## src/rtl/core/sfs_pkg.sv

```systemverilog
// types, codes and constants shared by the sprite frame sequencer modules
`default_nettype none

package sfs_pkg;

    // item modes
    typedef enum logic [2:0] {
        MODE_APPEND    = 3'd0,
        MODE_SELECT    = 3'd1,
        MODE_SET_FRAME = 3'd2,
        MODE_NEXT      = 3'd3,
        MODE_PREV      = 3'd4
    } t_mode;

    // configuration register indexes
    localparam int unsigned CFG_IDX_W = 3;
    localparam logic [CFG_IDX_W-1:0] REG_ORIGIN_X      = 3'd0;
    localparam logic [CFG_IDX_W-1:0] REG_ORIGIN_Y      = 3'd1;
    localparam logic [CFG_IDX_W-1:0] REG_CELL_WIDTH    = 3'd2;
    localparam logic [CFG_IDX_W-1:0] REG_CELL_HEIGHT   = 3'd3;
    localparam logic [CFG_IDX_W-1:0] REG_STRIP_COLUMNS = 3'd4;
    localparam logic [CFG_IDX_W-1:0] REG_FRAME_DELAY   = 3'd5;
    localparam int unsigned CFG_DATA_W = 16;

    // field widths
    localparam int unsigned DIVIDEND_W = 16;
    localparam int unsigned DIVISOR_W  = 9;
    localparam int unsigned DIV_STEPS  = DIVIDEND_W;

    // configuration registers as seen by the sequencer
    typedef struct packed {
        logic [11:0] origin_x;
        logic [11:0] origin_y;
        logic [10:0] cell_width;
        logic [10:0] cell_height;
        logic [8:0]  strip_columns;
        logic [15:0] frame_delay;
    } t_cfg;

    // countdown reload on a frame_delay write
    typedef struct packed {
        logic        load;
        logic [15:0] value;
    } t_delay_load;

    // divider request and response
    typedef struct packed {
        logic                  start;
        logic [DIVIDEND_W-1:0] dividend;
        logic [DIVISOR_W-1:0]  divisor;
    } t_div_req;

    typedef struct packed {
        logic                  done;
        logic [DIVIDEND_W-1:0] quotient;
        logic [DIVISOR_W-1:0]  remainder;
    } t_div_rsp;

    // one result transaction
    typedef struct packed {
        logic [3:0]  anim;
        logic [7:0]  frame;
        logic [19:0] rect_x;
        logic [22:0] rect_y;
        logic        changed;
        logic        rejected;
    } t_result;

    // sequencer states
    typedef enum logic [3:0] {
        S_IDLE,
        S_READ,
        S_WRAP_GO,
        S_WRAP_RUN,
        S_CELL_GO,
        S_CELL_RUN,
        S_MUL_X,
        S_MUL_Y,
        S_ADD_Y,
        S_DONE
    } t_seq_state;

endpackage

`default_nettype wire

```

## src/rtl/core/sfs_divider.sv

```systemverilog
// shared restoring divider, one quotient bit per cycle
`default_nettype none

module sfs_divider (
    input  wire logic              i_clk,
    input  wire logic              i_rst_n,
    input  wire sfs_pkg::t_div_req i_req,
    output sfs_pkg::t_div_rsp      o_rsp
);

    localparam int unsigned DW  = sfs_pkg::DIVIDEND_W;
    localparam int unsigned VW  = sfs_pkg::DIVISOR_W;
    localparam int unsigned CNW = $clog2(sfs_pkg::DIV_STEPS);
    localparam logic [CNW-1:0] LAST_STEP = CNW'(sfs_pkg::DIV_STEPS - 1);

    logic           r_busy;
    logic           r_done;
    logic [CNW-1:0] r_cnt;
    logic [VW-1:0]  r_rem;
    logic [DW-1:0]  r_quo;
    logic [VW-1:0]  r_div;

    logic [VW:0]    trial;
    logic           fits;
    logic [VW:0]    diff;

    // trial subtract of the next dividend bit
    always_comb begin
        trial = {r_rem, r_quo[DW-1]};
        fits  = (trial >= {1'b0, r_div});
        diff  = trial - {1'b0, r_div};
    end

    // control
    always_ff @(posedge i_clk) begin
        if (!i_rst_n) begin
            r_busy <= 1'b0;
            r_done <= 1'b0;
            r_cnt  <= '0;
        end else begin
            r_done <= 1'b0;
            if (i_req.start) begin
                r_busy <= 1'b1;
                r_cnt  <= '0;
            end else if (r_busy) begin
                r_cnt <= r_cnt + 1'b1;
                if (r_cnt == LAST_STEP) begin
                    r_busy <= 1'b0;
                    r_done <= 1'b1;
                end
            end
        end
    end

    // datapath: remainder and quotient shift
    always_ff @(posedge i_clk) begin
        if (i_req.start) begin
            r_rem <= '0;
            r_quo <= i_req.dividend;
            r_div <= i_req.divisor;
        end else if (r_busy) begin
            r_rem <= fits ? diff[VW-1:0] : trial[VW-1:0];
            r_quo <= {r_quo[DW-2:0], fits};
        end
    end

    assign o_rsp.done      = r_done;
    assign o_rsp.quotient  = r_quo;
    assign o_rsp.remainder = r_rem;

endmodule

`default_nettype wire

```

## src/rtl/core/sfs_seq.sv

```systemverilog
// sequencer: entry table, animation state and cell placement
`default_nettype none

module sfs_seq #(
    parameter int unsigned MAX_ANIMATIONS   = 16,
    parameter int unsigned MAX_ENTRY_LENGTH = 255
) (
    input  wire logic                 i_clk,
    input  wire logic                 i_rst_n,
    input  wire sfs_pkg::t_cfg        i_cfg,
    input  wire sfs_pkg::t_delay_load i_delay_load,
    input  wire logic                 i_in_valid,
    output logic                      o_in_stall,
    input  wire logic [2:0]           i_mode,
    input  wire logic signed [15:0]   i_anim_index,
    input  wire logic signed [15:0]   i_frame_number,
    input  wire logic [7:0]           i_entry_length,
    output logic                      o_res_valid,
    input  wire logic                 i_res_take,
    output sfs_pkg::t_result          o_res
);

    localparam int unsigned AW = (MAX_ANIMATIONS > 1) ? $clog2(MAX_ANIMATIONS) : 1;
    localparam int unsigned CW = $clog2(MAX_ANIMATIONS + 1);
    localparam logic [CW-1:0] MAX_CNT = CW'(MAX_ANIMATIONS);
    localparam logic [7:0] LEN_CAP =
        (MAX_ENTRY_LENGTH > 255) ? 8'd255 : 8'(MAX_ENTRY_LENGTH);

    sfs_pkg::t_seq_state r_state, n_state;

    logic [CW-1:0]       r_count;
    logic [11:0]         r_next_start;
    logic [AW-1:0]       r_sel_anim;
    logic [7:0]          r_sel_frame;
    logic [15:0]         r_countdown;
    logic [19:0]         r_cell_x;
    logic [22:0]         r_cell_y;
    logic                r_changed;
    logic                r_rejected;

    logic [AW-1:0]       r_anim_tgt;
    logic signed [15:0]  r_freq;
    logic [7:0]          r_frame_new;
    logic [23:0]         r_prod;
    logic [19:0]         r_rd_data;

    logic [19:0]         mem [MAX_ANIMATIONS];

    sfs_pkg::t_div_req   div_req;
    sfs_pkg::t_div_rsp   div_rsp;

    logic                in_accept;
    logic                is_append, is_pick, is_step;
    logic                have_entries, table_full;
    logic [7:0]          len_sat;
    logic [15:0]         cd_dec;
    logic [AW-1:0]       clamp_anim;
    logic                place_req;
    logic [7:0]          rd_len;
    logic [11:0]         rd_start;
    logic                freq_neg;
    logic [15:0]         freq_mag;
    logic [7:0]          wrapped;
    logic [12:0]         abs_frame;
    logic [8:0]          cols;
    logic [12:0]         mul_a;
    logic [10:0]         mul_b;
    logic [23:0]         product;
    logic [AW+3:0]       anim_ext;
    logic signed [15:0]  frame_ext;

    // item decode
    always_comb begin
        in_accept    = i_in_valid && !o_in_stall;
        is_append    = (i_mode == sfs_pkg::MODE_APPEND);
        is_pick      = (i_mode == sfs_pkg::MODE_SELECT) ||
                       (i_mode == sfs_pkg::MODE_SET_FRAME);
        is_step      = (i_mode == sfs_pkg::MODE_NEXT) ||
                       (i_mode == sfs_pkg::MODE_PREV);
        have_entries = (r_count != '0);
        table_full   = (r_count >= MAX_CNT);
        len_sat      = (i_entry_length > LEN_CAP) ? LEN_CAP : i_entry_length;
        cd_dec       = r_countdown - 16'd1;
        frame_ext    = signed'({8'd0, r_sel_frame});
        place_req    = in_accept && have_entries &&
                       (is_pick || (is_step && (cd_dec == 16'd0)));
    end

    // clamp the requested animation into the loaded range
    always_comb begin
        if (i_anim_index[15]) begin
            clamp_anim = '0;
        end else if (16'(r_count) <= i_anim_index[15:0]) begin
            clamp_anim = AW'(r_count - 1'b1);
        end else begin
            clamp_anim = i_anim_index[AW-1:0];
        end
    end

    // entry table: start frame and length per entry
    always_ff @(posedge i_clk) begin
        if (in_accept && is_append && !table_full) begin
            mem[r_count[AW-1:0]] <= {r_next_start, len_sat};
        end
        r_rd_data <= mem[r_anim_tgt];
    end

    // wrap and cell arithmetic around the shared divider
    always_comb begin
        rd_start  = r_rd_data[19:8];
        rd_len    = r_rd_data[7:0];
        freq_neg  = r_freq[15];
        freq_mag  = freq_neg ? 16'(-r_freq) : 16'(r_freq);
        wrapped   = (freq_neg && (div_rsp.remainder != '0)) ?
                    rd_len - div_rsp.remainder[7:0] : div_rsp.remainder[7:0];
        abs_frame = 13'(rd_start) + 13'(r_frame_new);
        cols      = (i_cfg.strip_columns == 9'd0) ? 9'd1 : i_cfg.strip_columns;
        mul_a     = (r_state == sfs_pkg::S_MUL_X) ? 13'(div_rsp.remainder)
                                                  : div_rsp.quotient[12:0];
        mul_b     = (r_state == sfs_pkg::S_MUL_X) ? i_cfg.cell_width
                                                  : i_cfg.cell_height;
        product   = 24'(mul_a) * 24'(mul_b);
    end

    // countdown: reload on a frame_delay write or a recompute, step on next and prev
    always_ff @(posedge i_clk) begin
        if (!i_rst_n) begin
            r_countdown <= 16'd1;
        end else if (i_delay_load.load) begin
            r_countdown <= i_delay_load.value;
        end else if (r_state == sfs_pkg::S_ADD_Y) begin
            r_countdown <= i_cfg.frame_delay;
        end else if ((r_state == sfs_pkg::S_IDLE) && in_accept && is_step) begin
            r_countdown <= ((cd_dec == 16'd0) && !have_entries) ? i_cfg.frame_delay
                                                                : cd_dec;
        end
    end

    // state and datapath registers
    always_ff @(posedge i_clk) begin
        if (!i_rst_n) begin
            r_state      <= sfs_pkg::S_IDLE;
            r_count      <= '0;
            r_next_start <= '0;
            r_sel_anim   <= '0;
            r_sel_frame  <= '0;
            r_cell_x     <= '0;
            r_cell_y     <= '0;
            r_changed    <= 1'b0;
            r_rejected   <= 1'b0;
        end else begin
            r_state <= n_state;
            case (r_state)
                sfs_pkg::S_IDLE: begin
                    if (in_accept) begin
                        r_changed  <= 1'b0;
                        r_rejected <= is_append && table_full;
                        if (is_append && !table_full) begin
                            r_next_start <= r_next_start + 12'(len_sat);
                            r_count      <= r_count + 1'b1;
                        end else if (is_pick) begin
                            r_anim_tgt <= (i_mode == sfs_pkg::MODE_SELECT) ?
                                          clamp_anim : r_sel_anim;
                            r_freq     <= i_frame_number;
                        end else if (is_step) begin
                            r_anim_tgt  <= r_sel_anim;
                            r_freq      <= (i_mode == sfs_pkg::MODE_NEXT) ?
                                           frame_ext + 16'sd1 : frame_ext - 16'sd1;
                        end
                    end
                end
                sfs_pkg::S_WRAP_GO: begin
                    if (rd_len == 8'd0) begin
                        r_frame_new <= 8'd0;
                    end
                end
                sfs_pkg::S_WRAP_RUN: begin
                    if (div_rsp.done) begin
                        r_frame_new <= wrapped;
                    end
                end
                sfs_pkg::S_MUL_X: begin
                    r_prod <= product;
                end
                sfs_pkg::S_MUL_Y: begin
                    r_cell_x <= 20'(i_cfg.origin_x) + r_prod[19:0];
                    r_prod   <= product;
                end
                sfs_pkg::S_ADD_Y: begin
                    r_cell_y    <= 23'(i_cfg.origin_y) + r_prod[22:0];
                    r_sel_anim  <= r_anim_tgt;
                    r_sel_frame <= r_frame_new;
                    r_changed   <= 1'b1;
                end
                default: ;
            endcase
        end
    end

    // next state
    always_comb begin
        n_state = r_state;
        case (r_state)
            sfs_pkg::S_IDLE: begin
                if (place_req) begin
                    n_state = sfs_pkg::S_READ;
                end else if (in_accept) begin
                    n_state = sfs_pkg::S_DONE;
                end
            end
            sfs_pkg::S_READ:     n_state = sfs_pkg::S_WRAP_GO;
            sfs_pkg::S_WRAP_GO: begin
                n_state = (rd_len == 8'd0) ? sfs_pkg::S_CELL_GO : sfs_pkg::S_WRAP_RUN;
            end
            sfs_pkg::S_WRAP_RUN: begin
                if (div_rsp.done) begin
                    n_state = sfs_pkg::S_CELL_GO;
                end
            end
            sfs_pkg::S_CELL_GO:  n_state = sfs_pkg::S_CELL_RUN;
            sfs_pkg::S_CELL_RUN: begin
                if (div_rsp.done) begin
                    n_state = sfs_pkg::S_MUL_X;
                end
            end
            sfs_pkg::S_MUL_X:    n_state = sfs_pkg::S_MUL_Y;
            sfs_pkg::S_MUL_Y:    n_state = sfs_pkg::S_ADD_Y;
            sfs_pkg::S_ADD_Y:    n_state = sfs_pkg::S_DONE;
            sfs_pkg::S_DONE: begin
                if (i_res_take) begin
                    n_state = sfs_pkg::S_IDLE;
                end
            end
            default:             n_state = sfs_pkg::S_IDLE;
        endcase
    end

    // outputs and divider requests
    always_comb begin
        o_in_stall       = (r_state != sfs_pkg::S_IDLE);
        o_res_valid      = (r_state == sfs_pkg::S_DONE);
        div_req.start    = 1'b0;
        div_req.dividend = freq_mag;
        div_req.divisor  = 9'(rd_len);
        case (r_state)
            sfs_pkg::S_WRAP_GO: begin
                div_req.start = (rd_len != 8'd0);
            end
            sfs_pkg::S_CELL_GO: begin
                div_req.start    = 1'b1;
                div_req.dividend = 16'(abs_frame);
                div_req.divisor  = cols;
            end
            default: ;
        endcase
    end

    sfs_divider u_divider (
        .i_clk   (i_clk),
        .i_rst_n (i_rst_n),
        .i_req   (div_req),
        .o_rsp   (div_rsp)
    );

    // result transaction
    assign anim_ext       = {4'd0, r_sel_anim};
    assign o_res.anim     = anim_ext[3:0];
    assign o_res.frame    = r_sel_frame;
    assign o_res.rect_x   = r_cell_x;
    assign o_res.rect_y   = r_cell_y;
    assign o_res.changed  = r_changed;
    assign o_res.rejected = r_rejected;

endmodule

`default_nettype wire

```

## src/rtl/core/sprite_frame_sequencer_top.sv

```systemverilog
// Sprite frame sequencer top level: configuration registers and result register.
//
// Input channel (i_in_valid / o_in_stall) carries one item: mode, anim_index,
// frame_number, entry_length. Output channel (o_out_valid / i_out_stall) returns
// exactly one result transaction per item. A transaction moves at a rising edge
// where valid is high and stall is low.
// Append, unused modes, steps that do not reach zero and any item met while the
// table is empty pass through the done state into the result register. A
// recompute (select, set frame, or a step whose countdown expires) does a
// table read, two 16-step passes of the shared restoring divider (frame wrap,
// skipped for a zero-length entry, and column split) and two multiplies by the
// cell size. The next item is taken once the result has left the done state.
// One item is processed at a time; o_in_stall is high while it is in work.
// The result register frees the sequencer, so the next item can be accepted
// while a result waits; if the receiver stalls a second result is held back.
// Configuration writes (i_cfg_we) take effect at once; the user must make them
// only while idle, as the block does not enforce it.
// Synchronous active-low reset clears the table count, selection, countdown
// (to one) and registers to origin 0,0, cell 1x1, one column, delay one.
`default_nettype none

module sprite_frame_sequencer_top #(
    parameter int unsigned MAX_ANIMATIONS   = 16,
    parameter int unsigned MAX_ENTRY_LENGTH = 255
) (
    input  wire logic                           i_clk,
    input  wire logic                           i_rst_n,
    input  wire logic                           i_cfg_we,
    input  wire logic [sfs_pkg::CFG_IDX_W-1:0]  i_cfg_index,
    input  wire logic [sfs_pkg::CFG_DATA_W-1:0] i_cfg_data,
    input  wire logic                           i_in_valid,
    output logic                                o_in_stall,
    input  wire logic [2:0]                     i_mode,
    input  wire logic signed [15:0]             i_anim_index,
    input  wire logic signed [15:0]             i_frame_number,
    input  wire logic [7:0]                     i_entry_length,
    output logic                                o_out_valid,
    input  wire logic                           i_out_stall,
    output logic [3:0]                          o_current_animation,
    output logic [7:0]                          o_current_frame,
    output logic [19:0]                         o_rect_x,
    output logic [22:0]                         o_rect_y,
    output logic                                o_changed,
    output logic                                o_rejected
);

    sfs_pkg::t_cfg        r_cfg;
    sfs_pkg::t_delay_load delay_load;
    sfs_pkg::t_result     res;
    sfs_pkg::t_result     r_out;
    logic                 r_out_valid;
    logic                 res_valid;
    logic                 res_take;
    logic [15:0]          delay_sat;

    // zero delay acts as one
    assign delay_sat = (i_cfg_data == 16'd0) ? 16'd1 : i_cfg_data;

    assign delay_load.load  = i_cfg_we && (i_cfg_index == sfs_pkg::REG_FRAME_DELAY);
    assign delay_load.value = delay_sat;

    // configuration registers
    always_ff @(posedge i_clk) begin
        if (!i_rst_n) begin
            r_cfg.origin_x      <= 12'd0;
            r_cfg.origin_y      <= 12'd0;
            r_cfg.cell_width    <= 11'd1;
            r_cfg.cell_height   <= 11'd1;
            r_cfg.strip_columns <= 9'd1;
            r_cfg.frame_delay   <= 16'd1;
        end else if (i_cfg_we) begin
            case (i_cfg_index)
                sfs_pkg::REG_ORIGIN_X:      r_cfg.origin_x      <= i_cfg_data[11:0];
                sfs_pkg::REG_ORIGIN_Y:      r_cfg.origin_y      <= i_cfg_data[11:0];
                sfs_pkg::REG_CELL_WIDTH:    r_cfg.cell_width    <= i_cfg_data[10:0];
                sfs_pkg::REG_CELL_HEIGHT:   r_cfg.cell_height   <= i_cfg_data[10:0];
                sfs_pkg::REG_STRIP_COLUMNS: r_cfg.strip_columns <= i_cfg_data[8:0];
                sfs_pkg::REG_FRAME_DELAY:   r_cfg.frame_delay   <= delay_sat;
                default: ;
            endcase
        end
    end

    sfs_seq #(
        .MAX_ANIMATIONS   (MAX_ANIMATIONS),
        .MAX_ENTRY_LENGTH (MAX_ENTRY_LENGTH)
    ) u_seq (
        .i_clk          (i_clk),
        .i_rst_n        (i_rst_n),
        .i_cfg          (r_cfg),
        .i_delay_load   (delay_load),
        .i_in_valid     (i_in_valid),
        .o_in_stall     (o_in_stall),
        .i_mode         (i_mode),
        .i_anim_index   (i_anim_index),
        .i_frame_number (i_frame_number),
        .i_entry_length (i_entry_length),
        .o_res_valid    (res_valid),
        .i_res_take     (res_take),
        .o_res          (res)
    );

    // result register, refilled when empty or being drained
    assign res_take = res_valid && (!r_out_valid || !i_out_stall);

    always_ff @(posedge i_clk) begin
        if (!i_rst_n) begin
            r_out_valid <= 1'b0;
        end else if (res_take) begin
            r_out_valid <= 1'b1;
        end else if (!i_out_stall) begin
            r_out_valid <= 1'b0;
        end
    end

    always_ff @(posedge i_clk) begin
        if (res_take) begin
            r_out <= res;
        end
    end

    assign o_out_valid         = r_out_valid;
    assign o_current_animation = r_out.anim;
    assign o_current_frame     = r_out.frame;
    assign o_rect_x            = r_out.rect_x;
    assign o_rect_y            = r_out.rect_y;
    assign o_changed           = r_out.changed;
    assign o_rejected          = r_out.rejected;

endmodule

`default_nettype wire
```

## config.mk

```make
export PLATFORM = sky130hd
export DESIGN_NAME = sprite_frame_sequencer_top
export DESIGN_NICKNAME = d
export VERILOG_FILES = /design/src/rtl/core/sfs_pkg.sv /design/src/rtl/core/sfs_divider.sv /design/src/rtl/core/sfs_seq.sv /design/src/rtl/core/sprite_frame_sequencer_top.sv
export SDC_FILE = /design/constraint.sdc
export NUM_CORES = 1
export LEC_CHECK = 0
export BUFFER_PORTS_ARGS = -buffer_cell sky130_fd_sc_hd__buf_4
export CORE_ASPECT_RATIO = 1.1
export CORE_MARGIN = 2
export CORE_UTILIZATION = 58
export CTS_CLUSTER_DIAMETER = 30
export DETAILED_ROUTE_END_ITERATION = 16
export PLACE_DENSITY = 0.75
export SYNTH_ARGS = -nofsm -noshare
export SYNTH_HDL_FRONTEND = slang
export SYNTH_HIERARCHICAL = 1
export SYNTH_SLANG_ARGS = --single-unit
```

## constraint.sdc

```tcl
create_clock -name i_clk -period 8.18 [get_ports i_clk]
set_input_delay 0.409 -clock i_clk [delete_from_list [all_inputs] [get_ports i_clk]]
set_output_delay 0.409 -clock i_clk [all_outputs]
set_load 0.05 [all_outputs]
```

==> summary by stage <==
Pwr
Dividing total power by cell area gives a power density of 287 nW/µm². The worst-case vdd ir drop is approximately 260 µV. The leakage power figure is 0.0152 µW.

Final layout
In the final layout, the share of cells above drive strength 1 is between 10% and 20%. The net total in the final layout is between 3000 and 4000. For this run, the number of standard cells in the final layout without fillers is ~3800. Compared with the post-synthesis result, the final layout area differs by 17.2%.

Yosys
Synthesis produced a netlist with a net count of approximately 3100. The share of synthesized area occupied by flip-flops and latches is 52.3%. The main flop type after synthesis is sky130_fd_sc_hd__edfxtp_1. Averaged over all synthesized cells, the footprint is between 10 and 15 µm². The share of flip-flops with an asynchronous set or reset after synthesis is 0%.

Yosys mapped the design onto 82 distinct sky130hd cell types. Yosys mapped a number of flops with a built-in enable equal to roughly 450. The number of synthesis warnings is 6. After synthesis the netlist holds a flip-flop and latch count of 654.

The synthesized netlist cell count is between 2000 and 3000. In this run the cell area of the synthesized design comes to ~34000 µm².

Placed design
The congestion estimate from routability-driven global placement came to 0.916. The HPWL after detailed placement is ~60 mm. The number of cells after detailed placement is around 3600.

During placement, the flow inserted port buffers numbering about 130.

Drt
The average vias per placed instance is around 6.2. The residual antenna-violating net count after detailed routing is 0. The first detailed-routing pass took 6 iterations.

The detailed-route wire length per cell is approximately 24 µm. The routed wire length is around 91 mm. In the routed design, unresolved DRC markers number 0. For this block, the via count after detailed routing is between 20000 and 25000. For this block, the initial DRC count from the detailed router was around 2100.

Clock network
Clock-pin slew was measured on the worst setup and hold paths at 0.05 ns. The later pin in the worst-skew pair is clocked with a latency of 0.68 ns. The total CTS buffers is 118. The clock tree buffer depth is 3. The clock root buffer is sky130_fd_sc_hd__clkbuf_16. CTS built an H-tree with a depth of 3. The post-cts repair resize count is 0. The total number of clock tree sinks is about 650. The TritonCTS clock tree is done.

Worst setup path
STA classifies the critical path startpoint as a flip-flop. The required time reported for the critical path endpoint is between 8 and 9 ns. STA classifies the critical path endpoint as a flip-flop. The endpoint identified for the worst register-to-register timing path is u_seq/r_prod[20].

At the worst endpoint, the arrival time is 7.88 ns. For flop-to-flop paths, the worst setup slack is just over 0.7 ns. The biggest fanout along the worst timing path is 32. The category of the most critical setup path is flip-flop to flip-flop.

The number of cells on the worst reg-to-reg path is 21. The critical register-to-register path startpoint is u_seq/r_state[0].

Timing
For the final database, setup skew stands at 0.0305 ns. The setup-violating endpoint count in the final report is 0. In the finished design, the share of the clock period the worst path needs comes to about nine tenths.

For this run, the top clock speed supported by timing is around 130 MHz. The number of slew-limit violations in the final report is 0. Setup repair after global routing left no endpoint under its margin. The number of hold-slack violations in the final timing report is 0. At the pin with the least slew margin, the transition time is ~1.2 ns.

The final setup TNS is 0 ns. The minimum period implied by the final worst setup slack is 7.47 ns. The headroom to the max-slew limit is a little under a fifth.

Min path
The tightest min-delay check is of the primary input to flip-flop type. The worst hold path cell count is 2. The startpoint of the tightest hold check path is i_frame_number[10]. The end of the worst hold path is u_seq/r_freq[10].

Outcome
The run finished with clean final reports.

Floorplan
The floorplan step defined a die boundary enclosing 60100 µm². The placement row count is 92. During I/O placement, the number of pins put on the boundary was 126.

The width of the chip is 234 µm. The initial utilization of the core area, before any placement, comes to around three fifths. The core region is 57400 µm². The die is roughly 260 µm tall.

Global route
Entering global routing, the biggest net connects 81 pins. After global routing the overflow that remains totals 0. The aggregate global-route resource usage is 30.6%.

The number of global-route vias before repair came to about 24000. The first global-routing pass estimated about 140 mm of wire. The initial antenna violation count is 2.

Flow run
Max-cap violations in this run came to 0.
sequential cells by signal, summed over array words and instances (netlist names), 9 cells and up:
register / count
u_seq/u_divider/r_quo: 16
u_seq/r_prod: 23
u_seq/r_cell_x: 20
u_seq/u_divider/r_div: 9
u_seq/r_cell_y: 23
u_seq/r_rd_data: 20
u_seq/r_countdown: 16
u_seq/mem: 320
u_seq/u_divider/r_rem: 9
u_seq/r_next_start: 12
o_rect_x: 20
r_cfg: 71
o_rect_y: 23
u_seq/r_freq: 16
critical path: stages (launching register included):
cell and delay [ns]:
sky130_fd_sc_hd__dfxtp_1 0.48, sky130_fd_sc_hd__nor2_1 0.27, sky130_fd_sc_hd__nand3_2 0.64, sky130_fd_sc_hd__mux2i_1 0.71, sky130_fd_sc_hd__nor2_1 0.17, sky130_fd_sc_hd__fa_1 0.56, sky130_fd_sc_hd__inv_1 0.05, sky130_fd_sc_hd__fa_1 0.51
sky130_fd_sc_hd__fa_1 0.54, sky130_fd_sc_hd__inv_1 0.05, sky130_fd_sc_hd__fa_1 0.55, sky130_fd_sc_hd__inv_1 0.06, sky130_fd_sc_hd__fa_1 0.42, sky130_fd_sc_hd__inv_1 0.07, sky130_fd_sc_hd__ha_1 0.29, sky130_fd_sc_hd__a21o_1 0.21
sky130_fd_sc_hd__a211oi_1 0.28, sky130_fd_sc_hd__or3b_2 0.49, sky130_fd_sc_hd__a311o_1 0.33, sky130_fd_sc_hd__o211ai_1 0.19, sky130_fd_sc_hd__o31ai_1 0.15, sky130_fd_sc_hd__xor2_1 0.16
layout by cell type, fill, tap and decap left out, types with 13 or more instances in the layout:
master | Yosys | layout
sky130_fd_sc_hd__edfxtp_1 | 453 | 453
sky130_fd_sc_hd__nand2_1 | 352 | 352
sky130_fd_sc_hd__inv_1 | 202 | 202
sky130_fd_sc_hd__dfxtp_1 | 201 | 201
sky130_fd_sc_hd__buf_4 | 8 | 155
sky130_fd_sc_hd__nor2_1 | 160 | 147
sky130_fd_sc_hd__a21oi_1 | 139 | 138
sky130_fd_sc_hd__ha_1 | 130 | 130
sky130_fd_sc_hd__clkbuf_16 | 0 | 122
sky130_fd_sc_hd__fa_1 | 103 | 103
sky130_fd_sc_hd__mux4_2 | 100 | 100
sky130_fd_sc_hd__o21ai_0 | 93 | 93
sky130_fd_sc_hd__xnor2_1 | 70 | 70
sky130_fd_sc_hd__a21boi_0 | 58 | 56
sky130_fd_sc_hd__mux2i_1 | 40 | 40
sky130_fd_sc_hd__and3_1 | 40 | 40
sky130_fd_sc_hd__nand3_1 | 39 | 38
sky130_fd_sc_hd__mux2_2 | 38 | 38
sky130_fd_sc_hd__xor2_1 | 35 | 35
sky130_fd_sc_hd__a21o_1 | 28 | 28
sky130_fd_sc_hd__nand2b_1 | 26 | 26
sky130_fd_sc_hd__nor3_1 | 30 | 25
sky130_fd_sc_hd__nor4_1 | 24 | 23
sky130_fd_sc_hd__a211oi_1 | 23 | 23
sky130_fd_sc_hd__inv_6 | 0 | 22
sky130_fd_sc_hd__or3_1 | 22 | 22
sky130_fd_sc_hd__nor2b_1 | 20 | 20
sky130_fd_sc_hd__o21a_1 | 20 | 20
sky130_fd_sc_hd__a21boi_1 | 18 | 18
sky130_fd_sc_hd__a31oi_1 | 18 | 18
sky130_fd_sc_hd__clkinv_2 | 0 | 16
sky130_fd_sc_hd__o31ai_1 | 16 | 16
sky130_fd_sc_hd__nand4_1 | 15 | 15
sky130_fd_sc_hd__clkinv_4 | 0 | 13
kinds of logic after synthesis:
| kind of cell | after synthesis | synth area share [%] |
|---|---|---|
| mux | 178 | 9.13 |
| buf+inv | 359 | 4.22 |
| flops | 654 | 52.3 |
| simple gates | 800 | 11.3 |
| xor+xnor | 105 | 2.73 |
| compound gates | 493 | 9.41 |
| fa+ha+maj | 234 | 11.0 |
cells in the mapped netlist, types with 30 or more instances:
| cell type | n | area (µm²) |
|---|---|---|
| sky130_fd_sc_hd__xor2_1 | 35 | 307 |
| sky130_fd_sc_hd__ha_1 | 130 | 1630 |
| sky130_fd_sc_hd__xnor2_1 | 70 | 613 |
| sky130_fd_sc_hd__inv_1 | 202 | 758 |
| sky130_fd_sc_hd__fa_1 | 103 | 2060 |
| sky130_fd_sc_hd__and3_1 | 40 | 250 |
| sky130_fd_sc_hd__nand2_1 | 352 | 1320 |
| sky130_fd_sc_hd__a21oi_1 | 139 | 696 |
| sky130_fd_sc_hd__nor3_1 | 30 | 150 |
| sky130_fd_sc_hd__edfxtp_1 | 453 | 13600 |
| sky130_fd_sc_hd__nor2_1 | 160 | 601 |
| sky130_fd_sc_hd__clkbuf_1 | 111 | 417 |
| sky130_fd_sc_hd__a21boi_0 | 58 | 435 |
| sky130_fd_sc_hd__dfxtp_1 | 201 | 4020 |
| sky130_fd_sc_hd__mux2_2 | 38 | 428 |
| sky130_fd_sc_hd__mux4_2 | 100 | 2250 |
| sky130_fd_sc_hd__mux2i_1 | 40 | 400 |
| sky130_fd_sc_hd__nand3_1 | 39 | 195 |
| sky130_fd_sc_hd__o21ai_0 | 93 | 465 |
worst max-delay path by stage:
| stage | to | startpoint | slack (ns) |
|---|---|---|---|
| 3_3_place_gp | u_seq/r_prod[20] | u_seq/r_state[0] | 0.84 |
| 4_1_cts | u_seq/r_prod[20] | u_seq/r_state[0] | 0.77 |
| 5_1_grt | u_seq/r_prod[20] | u_seq/r_state[0] | 0.32 |
| 3_5_place_dp | u_seq/r_prod[20] | u_seq/r_state[0] | 0.75 |
| 2_1_floorplan | u_seq/r_prod[20] | u_seq/r_state[3] | 1.51 |
| 6_report | u_seq/r_prod[20] | u_seq/r_state[0] | 0.71 |
routing by layer:
| layer | up-vias | GRT usage, % | share of wire (%) |
|---|---|---|---|
| met3 | 311 | 5.83 | 7.4 |
| met4 | 2 | 16.3 | 5.2 |
| met1 | 11598 | 35.7 | 36 |
| met2 | 1117 | 53.2 | 51 |
| met5 | - | 0 | 0.011 |
| li1 | 10481 | - | - |
metrics by stage:
step / hold WS, ns / util [%] / cell area, µm² / total power [µW] / worst slack (ns)
3_3_place_gp: 0.409 / 61.5 / 35300 / 6360 / 0.841
5_1_grt: 0.0273 / 68.8 / 39500 / 11800 / 0.324
3_5_place_dp: 0.412 / 61.5 / 35300 / 6430 / 0.747
6_report: 0.0298 / 68.8 / 39500 / 11300 / 0.706
2_1_floorplan: 0.403 / - / 33700 / 5790 / 1.51
4_1_cts: 0.0104 / 68.8 / 39500 / 11300 / 0.766
cell type report:
type                       instances  area [µm²]
clock inverter                    92         978
clock buffer                     133        3110
fill                            3949       17900
sequential                       654       17600
tap                              752         941
timing repair buffer             164        1250
inverter                         204         766
multi-input combinational       1810       14800
antenna                            1        2.50
timing repair:
item	4_1_cts	5_1_grt
endpoints found under the hold margin	9	0
hold buffers	9	0
buffers inserted	0	0
power breakdown:
group / switching, µW / internal [µW] / leakage, µW / total (µW)
sequential: 286 / 3840 / 0.00589 / 4130
combinational: 1420 / 879 / 0.00732 / 2300
clock: 1830 / 3080 / 0.00198 / 4910
Power figures use the tool's default switching activity.
